`config.mk`:
```
export PLATFORM = sky130hd
export DESIGN_NAME = mtv_back
export DESIGN_NICKNAME = d
export VERILOG_FILES = /design/src/mtv_pkg.sv /design/src/mtv_back.sv
export SDC_FILE = /design/constraint.sdc
export NUM_CORES = 1
export LEC_CHECK = 0
export BUFFER_PORTS_ARGS = -buffer_cell sky130_fd_sc_hd__buf_4
export CAP_MARGIN = 40
export CORE_MARGIN = 2
export CORE_UTILIZATION = 62
export CTS_BUF_LIST = sky130_fd_sc_hd__clkbuf_2 sky130_fd_sc_hd__clkbuf_4 sky130_fd_sc_hd__clkbuf_8
export DETAILED_ROUTE_END_ITERATION = 16
export GPL_ROUTABILITY_DRIVEN = 0
export GPL_TIMING_DRIVEN = 1
export PLACE_DENSITY = 0.88
export SLEW_MARGIN = 20
export SYNTH_ARGS = -nofsm -noshare
export SYNTH_HDL_FRONTEND = slang
export SYNTH_SLANG_ARGS = --single-unit
```
`constraint.sdc`:
```
create_clock -name clk -period 9.35 [get_ports clk]
set_input_delay 1.4025 -clock clk [delete_from_list [all_inputs] [get_ports clk]]
set_output_delay 1.4025 -clock clk [all_outputs]
set_load 0.01 [all_outputs]
```
`src/mtv_pkg.sv`:
```
// Shared types and constants for the third-majority vote block.
package mtv_pkg;

	localparam int VALUE_W = 32;
	localparam int TUSER_W = 2;

	typedef logic [VALUE_W-1:0] value_t;

	// Finished run handed from the front to the back.
	typedef struct packed {
		value_t cand1;
		value_t cand2;
		logic   dropped;
	} job_t;

endpackage

```
`src/mtv_back.sv`:
```
// Back end: rescans the store for a queued run, checks the threshold, emits the results.
module mtv_back import mtv_pkg::*; #(
	parameter int MAX_ITEMS = 1024,
	localparam int CW = $clog2(MAX_ITEMS + 1),
	localparam int AW = (MAX_ITEMS > 1) ? $clog2(MAX_ITEMS) : 1
) (
	input  logic          clk,
	input  logic          arst_n,
	input  logic          job_valid,
	output logic          job_pop,
	input  job_t          job,
	input  logic [CW-1:0] job_count,
	output logic          scan_busy,
	output logic          rd_en,
	output logic [AW-1:0] rd_addr,
	input  value_t        rd_data,
	output logic          out_valid,
	input  logic          out_ready,
	output value_t        out_element,
	output logic          out_found,
	output logic          out_final,
	output logic          out_overflow
);

	typedef enum logic [4:0] {
		ST_IDLE   = 5'b00001,
		ST_SCAN   = 5'b00010,
		ST_DECIDE = 5'b00100,
		ST_EMIT1  = 5'b01000,
		ST_EMIT2  = 5'b10000
	} state_t;

	state_t        state_q;
	job_t          job_q;
	logic [CW-1:0] len_q, addr_q, n1_q, n2_q;
	logic          rd_valid_s1;
	logic          q1_q, q2_q;
	logic          out_valid_q, out_found_q, out_final_q, out_overflow_q;
	value_t        out_element_q;
	logic          slot_free;
	logic          emit_fire;
	logic [CW+1:0] n1_x3, n2_x3;

	assign job_pop   = (state_q == ST_IDLE) && job_valid;
	assign scan_busy = (state_q == ST_SCAN);
	assign rd_en     = (state_q == ST_SCAN) && (addr_q < len_q);
	assign rd_addr   = addr_q[AW-1:0];
	assign slot_free = !out_valid_q || out_ready;
	assign emit_fire = slot_free && ((state_q == ST_EMIT1) || (state_q == ST_EMIT2));

	// count > floor(len/3) is the same as 3*count > len.
	assign n1_x3 = {1'b0, n1_q, 1'b0} + {2'b00, n1_q};
	assign n2_x3 = {1'b0, n2_q, 1'b0} + {2'b00, n2_q};

	always_ff @(posedge clk or negedge arst_n) begin
		if (!arst_n) begin
			state_q     <= ST_IDLE;
			rd_valid_s1 <= 1'b0;
			out_valid_q <= 1'b0;
		end else begin
			rd_valid_s1 <= rd_en;
			if (emit_fire) begin
				out_valid_q <= 1'b1;
			end else if (out_valid_q && out_ready) begin
				out_valid_q <= 1'b0;
			end
			unique case (state_q)
				ST_IDLE: begin
					if (job_valid) begin
						state_q <= ST_SCAN;
					end
				end
				ST_SCAN: begin
					if (!rd_en && !rd_valid_s1) begin
						state_q <= ST_DECIDE;
					end
				end
				ST_DECIDE: begin
					state_q <= ST_EMIT1;
				end
				ST_EMIT1: begin
					if (slot_free) begin
						state_q <= (q1_q && q2_q) ? ST_EMIT2 : ST_IDLE;
					end
				end
				ST_EMIT2: begin
					if (slot_free) begin
						state_q <= ST_IDLE;
					end
				end
				default: begin
					state_q <= ST_IDLE;
				end
			endcase
		end
	end

	always_ff @(posedge clk) begin
		if (job_pop) begin
			job_q  <= job;
			len_q  <= job_count;
			addr_q <= '0;
			n1_q   <= '0;
			n2_q   <= '0;
		end
		if (rd_en) begin
			addr_q <= addr_q + CW'(1);
		end
		if (rd_valid_s1) begin
			priority if (rd_data == job_q.cand1) begin
				n1_q <= n1_q + CW'(1);
			end else if (rd_data == job_q.cand2) begin
				n2_q <= n2_q + CW'(1);
			end else begin
				n1_q <= n1_q;
			end
		end
		if (state_q == ST_DECIDE) begin
			q1_q <= n1_x3 > {2'b00, len_q};
			q2_q <= (n2_x3 > {2'b00, len_q}) && (job_q.cand1 != job_q.cand2);
		end
		if (state_q == ST_EMIT1 && slot_free) begin
			out_overflow_q <= job_q.dropped;
			priority if (q1_q) begin
				out_element_q <= job_q.cand1;
				out_found_q   <= 1'b1;
				out_final_q   <= !q2_q;
			end else if (q2_q) begin
				out_element_q <= job_q.cand2;
				out_found_q   <= 1'b1;
				out_final_q   <= 1'b1;
			end else begin
				out_element_q <= '0;
				out_found_q   <= 1'b0;
				out_final_q   <= 1'b1;
			end
		end
		if (state_q == ST_EMIT2 && slot_free) begin
			out_element_q  <= job_q.cand2;
			out_found_q    <= 1'b1;
			out_final_q    <= 1'b1;
			out_overflow_q <= job_q.dropped;
		end
	end

	assign out_valid    = out_valid_q;
	assign out_element  = out_element_q;
	assign out_found    = out_found_q;
	assign out_final    = out_final_q;
	assign out_overflow = out_overflow_q;

endmodule
```
## Word-level counts from Yosys, hierarchy flattened

Index checks and enable logic that the tools add are counted.

- Add/subtract/negate cells: 5
- $mul: 0
- Div/mod/pow operators: 0
- $lt $le $gt $ge: 3
- Eq/ne operators: 13
- Shift operators: 0
- Mux-type cells: 27
- Bitwise operators: 0
- Reduce and logical (&&, ||, !) cells: 19

Operators by type and width:

| operator | count |
|---|---|
| $mux W32 | 4 |
| $mux W11 | 10 |
| $eq A32 B32 Y1 | 2 |
| $add A11 B1 Y11 const B | 3 |
| $ne A32 B32 Y1 | 1 |
| $add A12 B11 Y13 | 2 |
| $gt A13 B11 Y1 | 2 |
| $mux W5 | 5 |
| $pmux W5 S5 | 1 |
| $lt A11 B11 Y1 | 1 |
| $logic_and A1 B1 Y1 | 9 |
| $mux W1 | 7 |
| $ne A2 B2 Y1 const B | 3 |
| $reduce_bool A2 Y1 | 3 |
| $eq A5 B1 Y1 const B | 1 |
| $eq A5 B2 Y1 const B | 1 |
| $eq A5 B3 Y1 const B | 1 |
| $eq A5 B4 Y1 const B | 1 |
| $eq A5 B5 Y1 const B | 1 |
| $logic_not A1 Y1 | 4 |
| $reduce_and A4 Y1 | 1 |
| $ne A3 B1 Y1 const B | 1 |
| $logic_or A1 B1 Y1 | 2 |
| $ne A2 B1 Y1 const B | 1 |

- Register bits: 153
- Latch bits: 0
- Bits in writable memories: 0
- Memory bits (read-only): 0
- Output and inout bits: 49
- Logic and storage cells: 83
- Memories kept: 0

## Logic depth before layout (Yosys ltp)

- Depth after elaboration: 6
- Gate-level depth with buffers: 13

## Least setup slack after synthesis

OpenSTA, ideal clock, no wires.

- Path kind: input to output
- Start: in job_valid
- End: out job_pop
- Arrival: 3.074 ns
- Data required time: 7.947 ns
- Setup slack: 4.873 ns
- Stages on the path: 2
- Path buffers: 0
- Cell sequence: nand2_1 inv_1

- Cells in the longest elaborated chain, start to end: 1

Ends and longest elaborated chain:

| item | RTL line | source |
|---|---|---|
| start, declared | mtv_back.sv:9 | `input logic job_valid,` |
| $logic_and A1 B1 Y1 | mtv_back.sv:44 | `assign job_pop = (state_q == ST_IDLE) && job_valid;` |
| end, declared | mtv_back.sv:10 | `output logic job_pop,` |

No other way between the ends.

## Worst setup path after layout

- Start: reg len_q[8]
- End: out rd_en

- Cells in the longest elaborated chain, start to end: 2

Ends and longest elaborated chain:

| item | RTL line | source |
|---|---|---|
| start, declared | mtv_back.sv:35 | `logic [CW-1:0] len_q, addr_q, n1_q, n2_q;` |
| start signal, assigned | mtv_back.sv:101 | `len_q <= job_count;` |
| $lt A11 B11 Y1 | mtv_back.sv:46 | `assign rd_en = (state_q == ST_SCAN) && (addr_q < len_q);` |
| $logic_and A1 B1 Y1 | mtv_back.sv:46 |  |
| end, declared | mtv_back.sv:14 | `output logic rd_en,` |

No other way between the ends.

==> impl_metrics.py <==
metrics = {
    "global_routing": {
        "grt_max_degree": 52,
        "grt.met3_usage": 0.0595,
        "grtUsageMet2": 0.527,
        "gr-usage-all-layers": 0.314,
        "grt_pass1_vias": 6665,
        "grt-ovfl-total": 0,
        "antenna_found_initial": 0,
        "grtUsageMet1": 0.407,
        "grt_pass1_wl_um": 34900,
        "top_usage_layer": "met2",
    },
    "synthesis": {
        "synthArstFlopShare": 0.0458,
        "yosysSeqAreaShare": 0.517,
        "yosys_most_used_dff": "edfxtp_1",
        "synthCells": 726,
        "synth_nets": 897,
        "synth_edf_count": 133,
        "avgSynthCellArea_um2": 11.8,
        "yosys.cell_types.count": 62,
        "ys_warn_count": 0,
        "ys_seq_elements": 153,
        "syn-cell-area_um2": 8570,
    },
    "clock_network": {
        "clkLatencyLatePin_ns": 0.47,
        "clkTransAtPathRegs_ns": 0.08,
        "root_buffer": "clkbuf_8",
        "post_cts_buffers": 0,
        "h-tree-depth": 4,
        "numCtsBuffers": 17,
        "cts_buffer_depth": 2,
        "cts_tree": "yes",
        "postCtsHoldBufs": 0,
        "cts_resized": 0,
        "cts.sinks": 153,
    },
    "timing": {
        "fin_tns_setup_ns": 0,
        "worst_slack_ns": 5.22,
        "hold_ws_ns": 0.427,
        "hold_viol": 0,
        "fmax_ghz": 0.242,
        "rsz0062_at_grt": "false",
        "drv_slew": 0,
        "fin_crit_sh": 0.442,
        "period_needed_ns": 4.13,
        "max_slew_margin": 0.556,
        "clock_skew_ns": 0.0134,
        "tightest_slew_ns": 0.666,
        "setup_violations": 0,
    },
    "die": {
        "dieHeight_um": 122,
        "core_um2": 13300,
        "rows": 42,
        "initial_core_util": 0.642,
        "dieArea_um2": 14800,
        "die_x_um": 122,
        "pin_count": 161,
    },
    "setup_path": {
        "crit_path_end": "rd_en",
        "rrSetupSlack_ns": 5.42,
        "r2r-start": "n1_q[0]",
        "crit_path_start_kind": "flip-flop",
        "path_class": "reg -> out",
        "crit_required_ns": 7.95,
        "critPathMaxFanout": 14,
        "crit_arrival_ns": 2.73,
        "crit_start": "len_q[8]",
        "worstRegToRegCells": 12,
        "endpoint_kind": "output port",
        "rr_endpoint": "q1_q",
    },
    "placement": {
        "dpl.hpwl_um": 16700,
        "port_buffers": 160,
        "dp_worst_setup_slack_ns": 5.60,
    },
    "layout": {
        "drive_above_1_share": 0.237,
        "num-nets-final": 1061,
        "n_fill_cell": 776,
        "area.growth.synth_to_final_pct": 21.1,
        "antenna_cells": 0,
    },
    "pwr": {
        "power_w": 0.00254,
        "power_density_nw_per_um2": 245,
        "power_leakage_nw": 4.45,
        "peakVddDrop_mv": 0.179,
    },
    "route": {
        "dr.first_iter.drc_count": 690,
        "firstDrtPassIters": 5,
        "detail-route-antenna-nets": 0,
        "wl_per_cell_um": 20.6,
        "num_vias": 6617,
        "wirelength_um": 22200,
        "drc": 0,
        "vias_per_cell": 6.13,
    },
    "run_status": {
        "status": "completed",
    },
    "job": {
        "maxCapViolCount": 0,
    },
    "worst_hold_path": {
        "hold_class": "reg -> reg",
    },
}
worst max-delay path, cell delays in order, from the launching register on:
cell and delay, ns:
edfxtp_1 0.39, inv_1 0.19, ha_1 0.30, a21o_1 0.16, a21o_1 0.19, a31o_2 0.21, a311o_1 0.54, inv_1 0.15
buf_4 0.13
worst min path at each step:
| stage | to | start | depth (start not counted) |
|---|---|---|---|
| final | out_overflow | job_q[0] | 0 |
| after global routing | out_overflow | job_q[0] | 0 |
| after CTS | out_overflow | job_q[0] | 0 |
| after detailed placement | out_overflow | job_q[0] | 0 |
| after global placement | out_overflow | job_q[0] | 0 |
| after floorplan | out_overflow | job_q[0] | 0 |
report_power, final:
group / total (W) / switching [W] / internal (W)
registers: 0.00112 / 0.000160 / 0.000958
clock network: 0.000530 / 0.000257 / 0.000273
logic: 0.000896 / 0.000507 / 0.000389
total: 0.00254 / 0.000924 / 0.00162
flip-flops by register name (all words and copies together), names as in the netlist, 5 cells and up:
signal	flops
out_element	32
n2_q	11
state_q	5
len_q	11
addr_q	11
job_q	65
n1_q	11
layout make-up:
cell class	count	area, um2	area share
Multi-Input combinational cell	511	3870	0.373
Tap cell	176	220	0.0212
Clock buffer	20	256	0.0247
Sequential cell	153	4430	0.427
Clock inverter	12	149	0.0143
Inverter	40	151	0.0146
Timing Repair Buffer	167	1300	0.125
kinds of logic (layout without fill, tap and decap cells):
logic type	after synthesis	in the layout	share of synthesized area
and+or+nand+nor	170	170	0.104
DFF	153	153	0.517
AOI/OAI and AO/OA	150	150	0.120
xor gates and xnor gates	119	119	0.122
buffers and inverters	62	239	0.0329
adders and majority gates	59	59	0.0879
muxes	13	13	0.0158
layer usage:
layer / share of wire / up-vias / wire (um)
li1: - / 3027 / -
met1: 0.40 / 3152 / 8770
met2: 0.50 / 378 / 11000
met3: 0.079 / 60 / 1760
met4: 0.030 / 0 / 670
met5: 0 / - / 0
per-stage QoR:
| step | instance area [um2] | std cells | utilization |
|---|---|---|---|
| after global placement | 9900 | 1044 | 0.742 |
| after detailed placement | 9970 | 1047 | 0.747 |
| after CTS | 10400 | 1079 | 0.777 |
| after global routing | 10400 | 1079 | 0.777 |
| final | 10400 | 1079 | 0.777 |
| after floorplan | 8570 | 726 | - |
cell usage after synthesis, types with 17 or more instances:
library cell / number / area (um2)
o21ai_0: 26 / 130
inv_1: 40 / 150
a21oi_1: 25 / 125
nor4_1: 17 / 106
nand2_1: 26 / 97.6
a22o_1: 32 / 280
nand4_1: 18 / 113
edfxtp_1: 133 / 3990
nand3_1: 18 / 90.1
xnor2_1: 41 / 359
xor2_1: 78 / 683
ha_1: 57 / 713
nor2_1: 39 / 146
cells in the final DEF (no fill, tap or decap), types with 4 or more instances in the layout:
cell | Yosys | final
buf_4 | 10 | 164
edfxtp_1 | 133 | 133
xor2_1 | 78 | 78
ha_1 | 57 | 57
xnor2_1 | 41 | 41
inv_1 | 40 | 39
nor2_1 | 39 | 39
a22o_1 | 32 | 32
nand2_1 | 26 | 26
o21ai_0 | 26 | 26
a21oi_1 | 25 | 25
nand3_1 | 18 | 18
nand4_1 | 18 | 18
nor4_1 | 17 | 17
clkbuf_8 | 0 | 17
o21ai_1 | 14 | 14
a21o_1 | 14 | 14
dfxtp_1 | 13 | 13
nor3_1 | 12 | 12
and3_1 | 9 | 9
mux2i_1 | 9 | 9
o21a_1 | 6 | 6
nand2b_1 | 6 | 6
dfrtp_1 | 6 | 6
nor2b_1 | 6 | 5
clkinv_2 | 0 | 5
a211oi_1 | 4 | 4
or2_2 | 4 | 4
o22ai_1 | 5 | 4
Note: power is estimated with default switching activity, not from simulation.
