<file path="src/mtv_pkg.sv">
// Shared types and constants for the third-majority vote block.
package mtv_pkg;

	localparam int VALUE_W = 32;
	localparam int TUSER_W = 2;

	typedef logic [VALUE_W-1:0] value_t;

	// Finished run handed from the front to the back.
	typedef struct packed {
		value_t cand1;
		value_t cand2;
		logic   dropped;
	} job_t;

endpackage

</file>
<file path="src/mtv_front.sv">
// Front end: accepts elements, stores them, runs the two-candidate vote, queues finished runs.
module mtv_front import mtv_pkg::*; #(
	parameter int MAX_ITEMS = 1024,
	localparam int CW = $clog2(MAX_ITEMS + 1),
	localparam int AW = (MAX_ITEMS > 1) ? $clog2(MAX_ITEMS) : 1
) (
	input  logic          clk,
	input  logic          arst_n,
	input  logic          in_valid,
	output logic          in_ready,
	input  value_t        in_value,
	input  logic          in_last,
	input  logic          scan_busy,
	output logic          wr_en,
	output logic [AW-1:0] wr_addr,
	output value_t        wr_data,
	output logic          job_valid,
	input  logic          job_pop,
	output job_t          job,
	output logic [CW-1:0] job_count
);

	value_t        cand1_q, cand2_q, cand1_d, cand2_d;
	logic [CW-1:0] votes1_q, votes2_q, votes1_d, votes2_d;
	logic [CW-1:0] count_q, count_d;
	logic          dropped_q, dropped_d;
	logic          job_valid_q;
	job_t          job_q;
	logic [CW-1:0] job_count_q;
	logic          accept, store_ok;

	assign in_ready = !job_valid_q && !scan_busy;
	assign accept   = in_valid && in_ready;
	assign store_ok = count_q < CW'(MAX_ITEMS);

	assign wr_en   = accept && store_ok;
	assign wr_addr = count_q[AW-1:0];
	assign wr_data = in_value;

	// Run state after this element, before the end-of-run clear.
	always_comb begin
		cand1_d   = cand1_q;
		cand2_d   = cand2_q;
		votes1_d  = votes1_q;
		votes2_d  = votes2_q;
		count_d   = count_q;
		dropped_d = dropped_q;
		if (store_ok) begin
			count_d = count_q + CW'(1);
			priority if (in_value == cand1_q) begin
				votes1_d = votes1_q + CW'(1);
			end else if (in_value == cand2_q) begin
				votes2_d = votes2_q + CW'(1);
			end else if (votes1_q == '0) begin
				cand1_d  = in_value;
				votes1_d = CW'(1);
			end else if (votes2_q == '0) begin
				cand2_d  = in_value;
				votes2_d = CW'(1);
			end else begin
				votes1_d = votes1_q - CW'(1);
				votes2_d = votes2_q - CW'(1);
			end
		end else begin
			dropped_d = 1'b1;
		end
	end

	always_ff @(posedge clk or negedge arst_n) begin
		if (!arst_n) begin
			cand1_q     <= '0;
			cand2_q     <= '0;
			votes1_q    <= '0;
			votes2_q    <= '0;
			count_q     <= '0;
			dropped_q   <= 1'b0;
			job_valid_q <= 1'b0;
		end else begin
			if (job_pop) begin
				job_valid_q <= 1'b0;
			end
			if (accept) begin
				if (in_last) begin
					// Hand the run over and clear for the next one.
					job_valid_q <= 1'b1;
					cand1_q     <= '0;
					cand2_q     <= '0;
					votes1_q    <= '0;
					votes2_q    <= '0;
					count_q     <= '0;
					dropped_q   <= 1'b0;
				end else begin
					cand1_q   <= cand1_d;
					cand2_q   <= cand2_d;
					votes1_q  <= votes1_d;
					votes2_q  <= votes2_d;
					count_q   <= count_d;
					dropped_q <= dropped_d;
				end
			end
		end
	end

	always_ff @(posedge clk) begin
		if (accept && in_last) begin
			job_q.cand1   <= cand1_d;
			job_q.cand2   <= cand2_d;
			job_q.dropped <= dropped_d;
			job_count_q   <= count_d;
		end
	end

	assign job_valid = job_valid_q;
	assign job       = job_q;
	assign job_count = job_count_q;

endmodule

</file>
<file path="config.mk">
export PLATFORM = sky130hd
export DESIGN_NAME = mtv_front
export DESIGN_NICKNAME = d
export VERILOG_FILES = /design/src/mtv_pkg.sv /design/src/mtv_front.sv
export SDC_FILE = /design/constraint.sdc
export NUM_CORES = 1
export LEC_CHECK = 0
export BUFFER_PORTS_ARGS = -buffer_cell sky130_fd_sc_hd__buf_2
export CAP_MARGIN = 20
export CELL_PAD_IN_SITES_DETAIL_PLACEMENT = 1
export CELL_PAD_IN_SITES_GLOBAL_PLACEMENT = 2
export CORE_MARGIN = 1.5
export CORE_UTILIZATION = 41
export DETAILED_ROUTE_END_ITERATION = 12
export GPL_ROUTABILITY_DRIVEN = 0
export PLACE_DENSITY = 0.84
export SYNTH_ARGS = -nofsm -noshare
export SYNTH_HDL_FRONTEND = slang
export SYNTH_SLANG_ARGS = --single-unit
</file>
<file path="constraint.sdc">
create_clock -name clk -period 6.2 [get_ports clk]
set_input_delay 0.62 -clock clk [delete_from_list [all_inputs] [get_ports clk]]
set_output_delay 0.62 -clock clk [all_outputs]
set_load 0.1 [all_outputs]
</file>
# Word level (Yosys, flattened, before mapping)

Index checks and enable logic that the tools add are counted.

Add/sub/neg operators: 5
Magnitude comparators: 1
Equality and inequality tests: 6
Muxes and demuxes: 30
Reduce and logical (&&, ||, !) cells: 11

Operator list:

| cell                                               | number |
|---|---|
| two-way mux 32 bit                                 | 11 |
| two-way mux 11 bit                                 | 14 |
| == test 32 bit                                     | 2 |
| adder 11 x 1 -> 11 bit, second input constant      | 3 |
| logical NOT 11 bit                                 | 2 |
| subtractor 11 x 1 -> 11 bit, second input constant | 2 |
| less-than comparator 11 bit, second input constant | 1 |
| AND reduction 4 bit                                | 2 |
| inequality test 3 bit, second input constant       | 2 |
| two-way mux 1 bit                                  | 5 |
| logical AND 1 bit                                  | 4 |
| inequality test 4 bit, second input constant       | 1 |
| logical NOT 1 bit                                  | 2 |
| inequality test 2 bit, second input constant       | 1 |
| nonzero test 2 bit                                 | 1 |

Register bits after elaboration: 175
Bits of input ports: 38
Output and inout bits: 121
Logic and storage cells: 64

# Longest topological paths before layout

Gate-level depths: netlist of the first run.

Depth after elaboration: 7
Gate-level depth with buffers: 11
Gate-level depth less buffers: 9

# Least setup slack after synthesis of the first run

OpenSTA, ideal clock, no wires.

Path type: reg-to-reg
Start point: register job_valid_q, in the netlist job_valid
End point: register cand1_q[10]
Arrival time: 4915 ps
Required time: 6079 ps
Slack: 1164 ps
Cell stages (with the launch flop): 10
Buffers on the path: 3
Cell sequence: dfrtp_1 nor2_1 nand2_1 nor2_1 inv_1 o41a_1 buf_4 buf_4 buf_2 a22o_1

Word-level cells in the longest chain between the ends: 3

RTL lines:

| item                     | line            | RTL |
|---|---|---|
| start: declaration       | mtv_front.sv:27 | `logic job_valid_q;` |
| start signal: assignment | mtv_front.sv:77 | `job_valid_q <= 1'b0;` |
| start signal: assignment | mtv_front.sv:80 | `job_valid_q <= 1'b0;` |
| start signal: assignment | mtv_front.sv:85 | `job_valid_q <= 1'b1;` |
| logical NOT 1 bit        | mtv_front.sv:32 | `assign in_ready = !job_valid_q && !scan_busy;` |
| logical AND 1 bit        | mtv_front.sv:32 |  |
| net in_ready             | mtv_front.sv:10 | `output logic in_ready,` |
| logical AND 1 bit        | mtv_front.sv:33 | `assign accept = in_valid && in_ready;` |
| end signal: assignment   | mtv_front.sv:93 | `cand1_q <= cand1_d;` |
| end: declaration         | mtv_front.sv:23 | `value_t cand1_q, cand2_q, cand1_d, cand2_d;` |

The timed path passes the listed nets, and every way through them passes these cells.
A chain may end at the register's enable or synchronous reset.

# Worst setup path after layout of the first run

Start point: register cand1_q[28]
End point: register cand1_q[27]

Word-level cells in the longest chain between the ends: 4

RTL lines:

| item               | line            | RTL |
|---|---|---|
| == test 32 bit     | mtv_front.sv:50 | `priority if (in_value == cand1_q) begin` |
| two-way mux 32 bit | mtv_front.sv:50 |  |
| two-way mux 32 bit | mtv_front.sv:48 | `if (store_ok) begin` |
| two-way mux 32 bit | mtv_front.sv:83 | `if (in_last) begin` |

No other way between the ends.

==> impl_metrics.tcl, run 1 <==
set metrics [dict create \
    clkTransAtPathRegs_ns 0.07 \
    required_ns 6.51 \
    synthMuxAreaShare_pct 9.740 \
    async_flop_share_pct 56.57 \
    crit_fanout 33 \
    root_buffer "clkbuf_16" \
    dpl.hpwl_mm 15.29 \
    setup_viol 0 \
    avgSynthCellArea_um2 12.50 \
    reg2reg_slack_ns 2.51 \
    postCtsSetupBuffers 0 \
    fillers 2219 \
    initial_utilization_pct 42.02 \
    max_clock_freq_ghz 0.2708 \
    io_pins 159 \
    io_buffers 158 \
    diodes 0 \
    hold_viol_final 0 \
    clock_sink_count 175 \
    yosys.area_share.adder_pct 0.9852 \
    overflow 0 \
    rsz0062_at_grt "no" \
    grt_pass1_wl_mm 35.40 \
    fin_crit_ns 3.693 \
    cts_max_path_buffers 2 \
    synthFlopType "dfrtp_1" \
    cts_resized 0 \
    finalClockSkew_ns 0.01403 \
    grtUsageTotal_pct 20.23 \
    wl_mm 22.26 \
    holdBufCountCts 0 \
    drt_iter0_markers 330 \
    ys_warn_count 0 \
    ant_nets 0 \
    cts_max_level 4 \
    yosysUniqueCellTypes 62 \
    finalSetupTns_ns 0 \
    timing.final.crit_share_pct 59.56 \
    cts_tree "yes" \
    crit_arrival_ns 4.00 \
    crit_type "flop to flop" \
    synth_area_um2 8890 \
    dieHeight_um 150.3 \
    area_delta_synth_final_pct 13.95 \
    drc 0 \
    ys_seq_area_share_pct 53.54 \
    synthSimpleGateAreaFrac_pct 9.444 \
    critPathCaptureType "flop" \
    firstDrtPassIters 4 \
    status "finished clean" \
    vias 6174 \
    fp.dieW_um 150.3 \
    worstMarginPinSlew_ns 0.9571 \
    drv_slew 0 \
    clk_latency_ns 0.42 \
    final_area_um2 10130 \
    synth_cells 711 \
    hold_class "primary input to async pin" \
    core_region_area_um2 21150 \
    synth_xor_area_share_pct 7.488 \
    slew_headroom_pct 36.19 \
    p_leak_uw 0.004534 \
    synth_edf_count 76 \
    row_count 53 \
    p_per_area_nw_per_um2 367.4 \
    cp-start-kind "flop" \
    placed_cell_area_um2 9560 \
    drive_gt1_share_pct 30.32 \
    synth_compound_gate_area_share_pct 12.54 \
    power.ir.vdd_worst_v 0.0001789 \
    floorplan.die_area_um2 22580 \
    synth_top_family_by_area "compound AO/OA/AOI/OAI gates" \
    grt_max_degree 66 \
    avgRoutedWirePerCell_um 20.12 \
    synth_seq_cells 175 \
    nets 863 \
    grt_pass1_vias 6410 \
    synth_nets 756 \
    numCtsBuffers 17 \
    max-cap-violations 0 \
    antenna_found_initial 0 \
    viasPerCell 5.582 \
]
[per-stage QoR]
stage	setup WS, ns	hold WS (ns)	util [%]	total power (µW)	std cells
floorplan	1.164	0.3244	-	2449	711
global placement	2.180	0.5122	45.19	2661	1074
CTS	2.468	0.1467	47.89	3754	1106
detailed placement	2.075	0.5226	45.19	2703	1074
finish	2.507	0.1443	47.89	3721	1106
global route	2.246	0.1737	47.89	3897	1106
[state kept, by name (all words and copies together) (netlist names)]
signal     flops
votes2_q      11
job           65
votes1_q      11
dropped_q      1
job_count     11
cand1_q       32
cand2_q       32
job_valid      1
count_q       11
[metal layers]
| layer | global-route usage, % | up-vias | wire length [µm] |
|---|---|---|---|
| met1 | 27.74 | 3173 | 9980 |
| met3 | 3.485 | 9 | 958 |
| met4 | 4.657 | 0 | 125 |
| met2 | 33.46 | 170 | 11190 |
| li1 | - | 2822 | - |
| met5 | 0 | - | 0 |
[cells in the mapped netlist (6+ instances only)]
cell type / count / area [µm²]
nor2_1: 23 / 86.33
or4b_1: 6 / 60.06
o211ai_1: 9 / 67.56
mux2_2: 44 / 495.5
ha_1: 7 / 87.58
nand3_1: 15 / 75.07
nor4_1: 10 / 62.56
a22o_1: 73 / 639.4
buf_4: 45 / 337.8
o21ai_0: 12 / 60.06
nand4_1: 14 / 87.58
mux2_1: 24 / 270.3
buf_2: 16 / 80.08
a21oi_1: 13 / 65.06
xnor2_1: 39 / 341.6
xor2_1: 37 / 324.1
mux2i_1: 10 / 100.1
nand2_1: 32 / 120.1
dfrtp_1: 99 / 2477
edfxtp_1: 76 / 2282
inv_1: 13 / 48.80
clkbuf_1: 9 / 33.78
nor3_1: 12 / 60.06
[worst max-delay path, stage by stage (launching register included)]
cell and delay [ns]:
dfrtp_1 0.40, xor2_1 0.15, nor4_1 0.47, nand4_1 0.42, nor2_4 0.47, or4_2 0.82
nor2_2 0.23, buf_4 0.31, a22o_1 0.28
[where the power goes]
| group | internal, µW | switching, µW |
|---|---|---|
| logic | 383 | 739 |
| registers | 1390 | 167 |
| clock network | 570 | 470 |
[cell families after synthesis]
kind of cell / after synthesis
AND/OR/NAND/NOR: 148
adder cells (fa/ha/maj): 7
flip-flops: 175
AO/OA/AOI/OAI: 139
buffers and inverters: 88
multiplexers: 78
XOR/XNOR: 76
[final cells by class]
class	count	area (µm²)	share of cell area, %
multi-input combinational	448	3577	35.31
timing repair buffer	163	830.8	8.202
inverter	13	48.80	0.4817
clock buffer	18	439.2	4.335
tap	275	344.1	3.397
clock inverter	14	130.1	1.285
sequential	175	4760	46.99
[cells in the final DEF (no fill, tap or decap), types with 6 or more instances in the layout]
cell type and instances:
a22o_1 73, edfxtp_1 76, ha_1 7, xor2_1 37
buf_4 6, dfrtp_1 99, nand3_1 15, inv_1 12
o211ai_1 9, nor4_1 10, nor2_1 23, xnor2_1 39
or4b_1 6, o21ai_0 12, mux2i_1 10, buf_2 157
clkbuf_16 17, mux2_1 24, a21oi_1 13, mux2_2 44
nand4_1 14, nand2_1 32, nor3_1 12
[path summary, 6_finish.rpt]
kind / start / endpoint / cells after the start
worst max-delay path: cand1_q[28] / cand1_q[27] / 8
worst min-delay path: arst_n / cand2_q[23] / 1
worst max register to register: cand1_q[28] / cand1_q[27] / 8
worst min register to register: cand1_q[6] / cand1_q[6] / 1
max in group asynchronous: arst_n / votes1_q[2] / 2
min in group clk: job_pop / job_valid / 2
(Power assumes the default switching activity.)
==> run 2, diff against run 1 <==
--- a/config.mk
+++ b/config.mk
@@ -10,10 +10,10 @@
 export CELL_PAD_IN_SITES_DETAIL_PLACEMENT = 1
 export CELL_PAD_IN_SITES_GLOBAL_PLACEMENT = 2
 export CORE_MARGIN = 1.5
-export CORE_UTILIZATION = 41
+export CORE_UTILIZATION = 34
 export DETAILED_ROUTE_END_ITERATION = 12
 export GPL_ROUTABILITY_DRIVEN = 0
-export PLACE_DENSITY = 0.84
+export PLACE_DENSITY = 0.74
 export SYNTH_ARGS = -nofsm -noshare
 export SYNTH_HDL_FRONTEND = slang
 export SYNTH_SLANG_ARGS = --single-unit
==> constraint.sdc (replaced) <==
create_clock -name clk -period 3.1 [get_ports clk]
set_input_delay 0.31 -clock clk [delete_from_list [all_inputs] [get_ports clk]]
set_output_delay 0.31 -clock clk [all_outputs]
set_load 0.1 [all_outputs]
==> impl_metrics.tcl, run 2 (synthesis results as in run 1) <==
set metrics [dict create \
    vias 6154 \
    critPathCaptureType "flop" \
    root_buffer "clkbuf_16" \
    grt_max_degree 52 \
    worstMarginPinSlew_ns 0.7401 \
    finalWorstSetupSlack_ns 0.2586 \
    max_clock_freq_ghz 0.3519 \
    fin_util_pct 40.98 \
    pre_cts_ws_ns 0.1223 \
    clkTransAtPathRegs_ns 0.07 \
    hold_viol_final 0 \
    ant_nets 0 \
    p_per_area_nw_per_um2 731.8 \
    viasPerCell 5.163 \
    p_total_uw 7748 \
    area_delta_synth_final_pct 19.10 \
    wl_mm 23.05 \
    fin_crit_ns 2.841 \
    fp.dieW_um 164.7 \
    layout_commonest_cell "buf_2" \
    power.ir.vdd_worst_v 0.0002961 \
    p_leak_uw 0.004718 \
    rsz0062_at_grt "no" \
    finalClockSkew_ns 0.01122 \
    initial_utilization_pct 34.41 \
    io_pins 159 \
    cts_max_level 4 \
    cp-start-kind "flop" \
    grtUsageTotal_pct 17.50 \
    floorplan.die_area_um2 27130 \
    worstRegToRegCells 10 \
    grt_pass1_vias 6233 \
    hold_ws_ns 0.06398 \
    clock_sink_count 175 \
    io_buffers 158 \
    crit_type "flop to flop" \
    hold_class "primary input to flop" \
    postCtsSetupBuffers 0 \
    setup_viol 0 \
    finalSetupTns_ns 0 \
    grt_pass1_wl_mm 36.02 \
    final_cell_mix "buf_2 (157), dfrtp_1 (98), edfxtp_1 (76), a22o_1 (73), mux2_2 (44)" \
    dieHeight_um 164.7 \
    crit_arrival_ns 3.20 \
    drv_slew 0 \
    cts_max_path_buffers 2 \
    dpl.hpwl_mm 15.88 \
    drt_iter0_markers 395 \
    required_ns 3.46 \
    core_region_area_um2 25840 \
    timing.final.crit_share_pct 91.66 \
    slew_headroom_pct 50.66 \
    avgRoutedWirePerCell_um 19.34 \
    fillers 2806 \
    antenna_found_initial 0 \
    row_count 59 \
    status "finished clean" \
    crit_fanout 22 \
    drc 0 \
    cts_tree "yes" \
    diodes 0 \
    nets 889 \
    overflow 0 \
    max-cap-violations 0 \
    largest_reg_flops 65 \
    firstDrtPassIters 4 \
    numCtsBuffers 17 \
    drive_gt1_share_pct 32.91 \
    holdPathStages 2 \
    clk_latency_ns 0.43 \
]
run 2: metal layers:
metal | up-vias | part of all wire, % | track usage (%)
met3 | 14 | 4.2 | 3.039
met4 | 0 | 0.89 | 4.382
met1 | 3137 | 47 | 24.01
met2 | 132 | 48 | 28.63
li1 | 2871 | - | -
met5 | - | 0 | 0
run 2: area by class of cell:
type / count / area [µm²] / area share [%]
inverter: 13 / 52.55 / 0.4963
sequential: 175 / 4763 / 44.99
timing repair buffer: 189 / 1129 / 10.66
multi-input combinational: 448 / 3595 / 33.95
tap: 335 / 419.2 / 3.959
clock buffer: 20 / 456.7 / 4.313
clock inverter: 12 / 172.7 / 1.631
run 2: path summary, 6_finish.rpt:
kind / from / end / slack (ns)
max in group asynchronous: arst_n / cand1_q[31] / 1.85
max: cand1_q[28] / votes1_q[6] / 0.26
min reg2reg: dropped_q / dropped_q / 0.54
min: job_pop / job_valid / 0.06
min in group asynchronous: arst_n / cand1_q[23] / 0.49
max reg2reg: cand1_q[28] / votes1_q[6] / 0.26
run 2: stage by stage:
step | area [µm²] | cells
floorplan | 8915 | 711
global placement | 9948 | 1159
detailed placement | 9948 | 1159
CTS | 10590 | 1192
global route | 10590 | 1192
finish | 10590 | 1192
run 2: critical path: stages (launching register included):
cell and delay, ns:
dfrtp_1 0.42, xor2_1 0.17, nor4_1 0.46, nand4_1 0.30
buf_4 0.25, nor2_4 0.12, buf_4 0.20, o41a_2 0.31
buf_4 0.33, o211ai_1 0.14, nand2_1 0.08
run 2: repair_timing:
action,CTS,global route
resized for setup,0,0
hold buffers,1,0
hold endpoints to repair,50,0
run 2: report_power, final:
group / total, µW / internal [µW] / switching (µW)
clock network: 2310 / 1340 / 972
logic: 2330 / 850 / 1480
registers: 3110 / 2790 / 326
total: 7750 / 4970 / 2770
==> run 3, diff against run 2 <==
--- a/config.mk
+++ b/config.mk
@@ -14,6 +14,7 @@
 export DETAILED_ROUTE_END_ITERATION = 12
 export GPL_ROUTABILITY_DRIVEN = 0
 export PLACE_DENSITY = 0.74
+export REMOVE_ABC_BUFFERS = 1
 export SYNTH_ARGS = -nofsm -noshare
 export SYNTH_HDL_FRONTEND = slang
 export SYNTH_SLANG_ARGS = --single-unit
==> impl_metrics.tcl, run 3 (synthesis results as in run 1) <==
set metrics [dict create \
    status "finished clean" \
    cts_max_path_buffers 2 \
    timing.final.crit_share_pct 90.23 \
    nets 889 \
    p_per_area_nw_per_um2 719.2 \
    worstRegToRegCells 7 \
    io_buffers 158 \
    p_leak_uw 0.004694 \
    fillers 2774 \
    ant_nets 0 \
    layout_commonest_cell "buf_2" \
    floorplan.die_area_um2 27130 \
    drv_slew 0 \
    r2r_start "cand1_q[1]" \
    diodes 0 \
    dpl.hpwl_mm 15.30 \
    grt_pass1_vias 6490 \
    hold_ws_ns 0.04736 \
    antenna_found_initial 0 \
    core_region_area_um2 25840 \
    cts_max_level 4 \
    clock_sink_count 175 \
    holdPathStages 2 \
    overflow 0 \
    clkTransAtPathRegs_ns 0.07 \
    critPathCaptureType "flop" \
    dieHeight_um 164.7 \
    cts_tree "yes" \
    fp.dieW_um 164.7 \
    multi_input_area_um2 3577 \
    wl_mm 22.55 \
    max_clock_freq_ghz 0.3575 \
    reg2reg_slack_ns 0.30 \
    numCtsBuffers 17 \
    avgRoutedWirePerCell_um 18.91 \
    hold_start "job_pop" \
    required_ns 3.47 \
    largest_reg_flops 65 \
    drt_iter0_markers 360 \
    rsz0062_at_grt "no" \
    slew_headroom_pct 37.04 \
    postCtsSetupBuffers 0 \
    setup_viol 0 \
    r2r-end "votes1_q[10]" \
    max-cap-violations 0 \
    hold_path_end "job_valid" \
    firstDrtPassIters 4 \
    grt_max_degree 65 \
    crit_arrival_ns 3.17 \
    cp-start-kind "flop" \
    vias 6213 \
    worstMarginPinSlew_ns 0.9381 \
    grtUsageTotal_pct 17.14 \
    hold_class "primary input to flop" \
    fin_crit_ns 2.797 \
    initial_utilization_pct 34.41 \
    grt_pass1_wl_mm 35.65 \
    drc 0 \
    drive_gt1_share_pct 32.44 \
    fin_util_pct 40.64 \
    power.ir.vdd_worst_v 0.0003199 \
    hold_viol_final 0 \
    seq_area_um2 4760 \
    startpoint "cand1_q[1]" \
    clk_latency_ns 0.44 \
    area_delta_synth_final_pct 18.13 \
    finalClockSkew_ns 0.01608 \
    io_pins 159 \
    row_count 59 \
    final_cell_mix "buf_2 (157), dfrtp_1 (99), edfxtp_1 (76), a22o_1 (73), mux2_2 (44)" \
    crit_fanout 14 \
    crit_type "flop to flop" \
    root_buffer "clkbuf_16" \
    viasPerCell 5.212 \
]
[run 3: critical path, cell delays in order (launching register included)]
cell     delay (ns)
dfrtp_1        0.41
xor2_1         0.16
nor4_1         0.44
nand4_1        0.41
o21ai_1        0.31
o21ai_1        0.33
or4b_1         0.58
nand2_1        0.08
[run 3: report_power, final]
part / internal [µW] / switching, µW
Combinational: 850 / 1470
Sequential: 2790 / 325
Clock: 1080 / 1040
Total: 4710 / 2840
[run 3: worst max-delay path by stage]
| stage | to | slack, ns | cells past startpoint |
|---|---|---|---|
| after floorplan | votes1_q[10] | -2.36 | 7 |
| after global placement | cand2_q[30] | 0.21 | 11 |
| after detailed placement | cand1_q[3] | 0.23 | 11 |
| after CTS | votes1_q[10] | 0.25 | 8 |
| after global routing | votes1_q[9] | 0.04 | 8 |
| final | votes1_q[10] | 0.30 | 7 |
[run 3: layout make-up]
cell class / count / area share [%]
Clock buffer: 18 / 4.087
Clock inverter: 14 / 1.430
Inverter: 13 / 0.4766
Multi-Input combinational cell: 448 / 34.06
Sequential cell: 175 / 45.32
Tap cell: 335 / 3.991
Timing Repair Buffer: 189 / 10.63
[run 3: metal layers]
layer	GRT usage (%)	up-vias	part of all wire [%]
met4	5.242	0	1.2
met5	0	-	0
met1	23.33	3135	47
li1	-	2881	-
met2	27.64	173	47
met3	3.240	24	5.2
[run 3: metrics by stage]
step	cells	TNS, ns	cell area, µm²	total power, µW	setup WS, ns
after floorplan	636	-244.72	8382	4645	-2.363
after global placement	1159	0	9912	5437	0.2114
after detailed placement	1159	0	9912	5481	0.2273
after CTS	1192	0	10500	7647	0.2451
after global routing	1192	0	10500	7958	0.03776
final	1192	0	10500	7552	0.3030
[run 3: repair_timing]
item / in CTS / in global routing
gates resized for setup: 0 / 0
hold buffers: 1 / 0
endpoints found under the hold margin: 35 / 0
setup endpoints to repair: 0 / 0
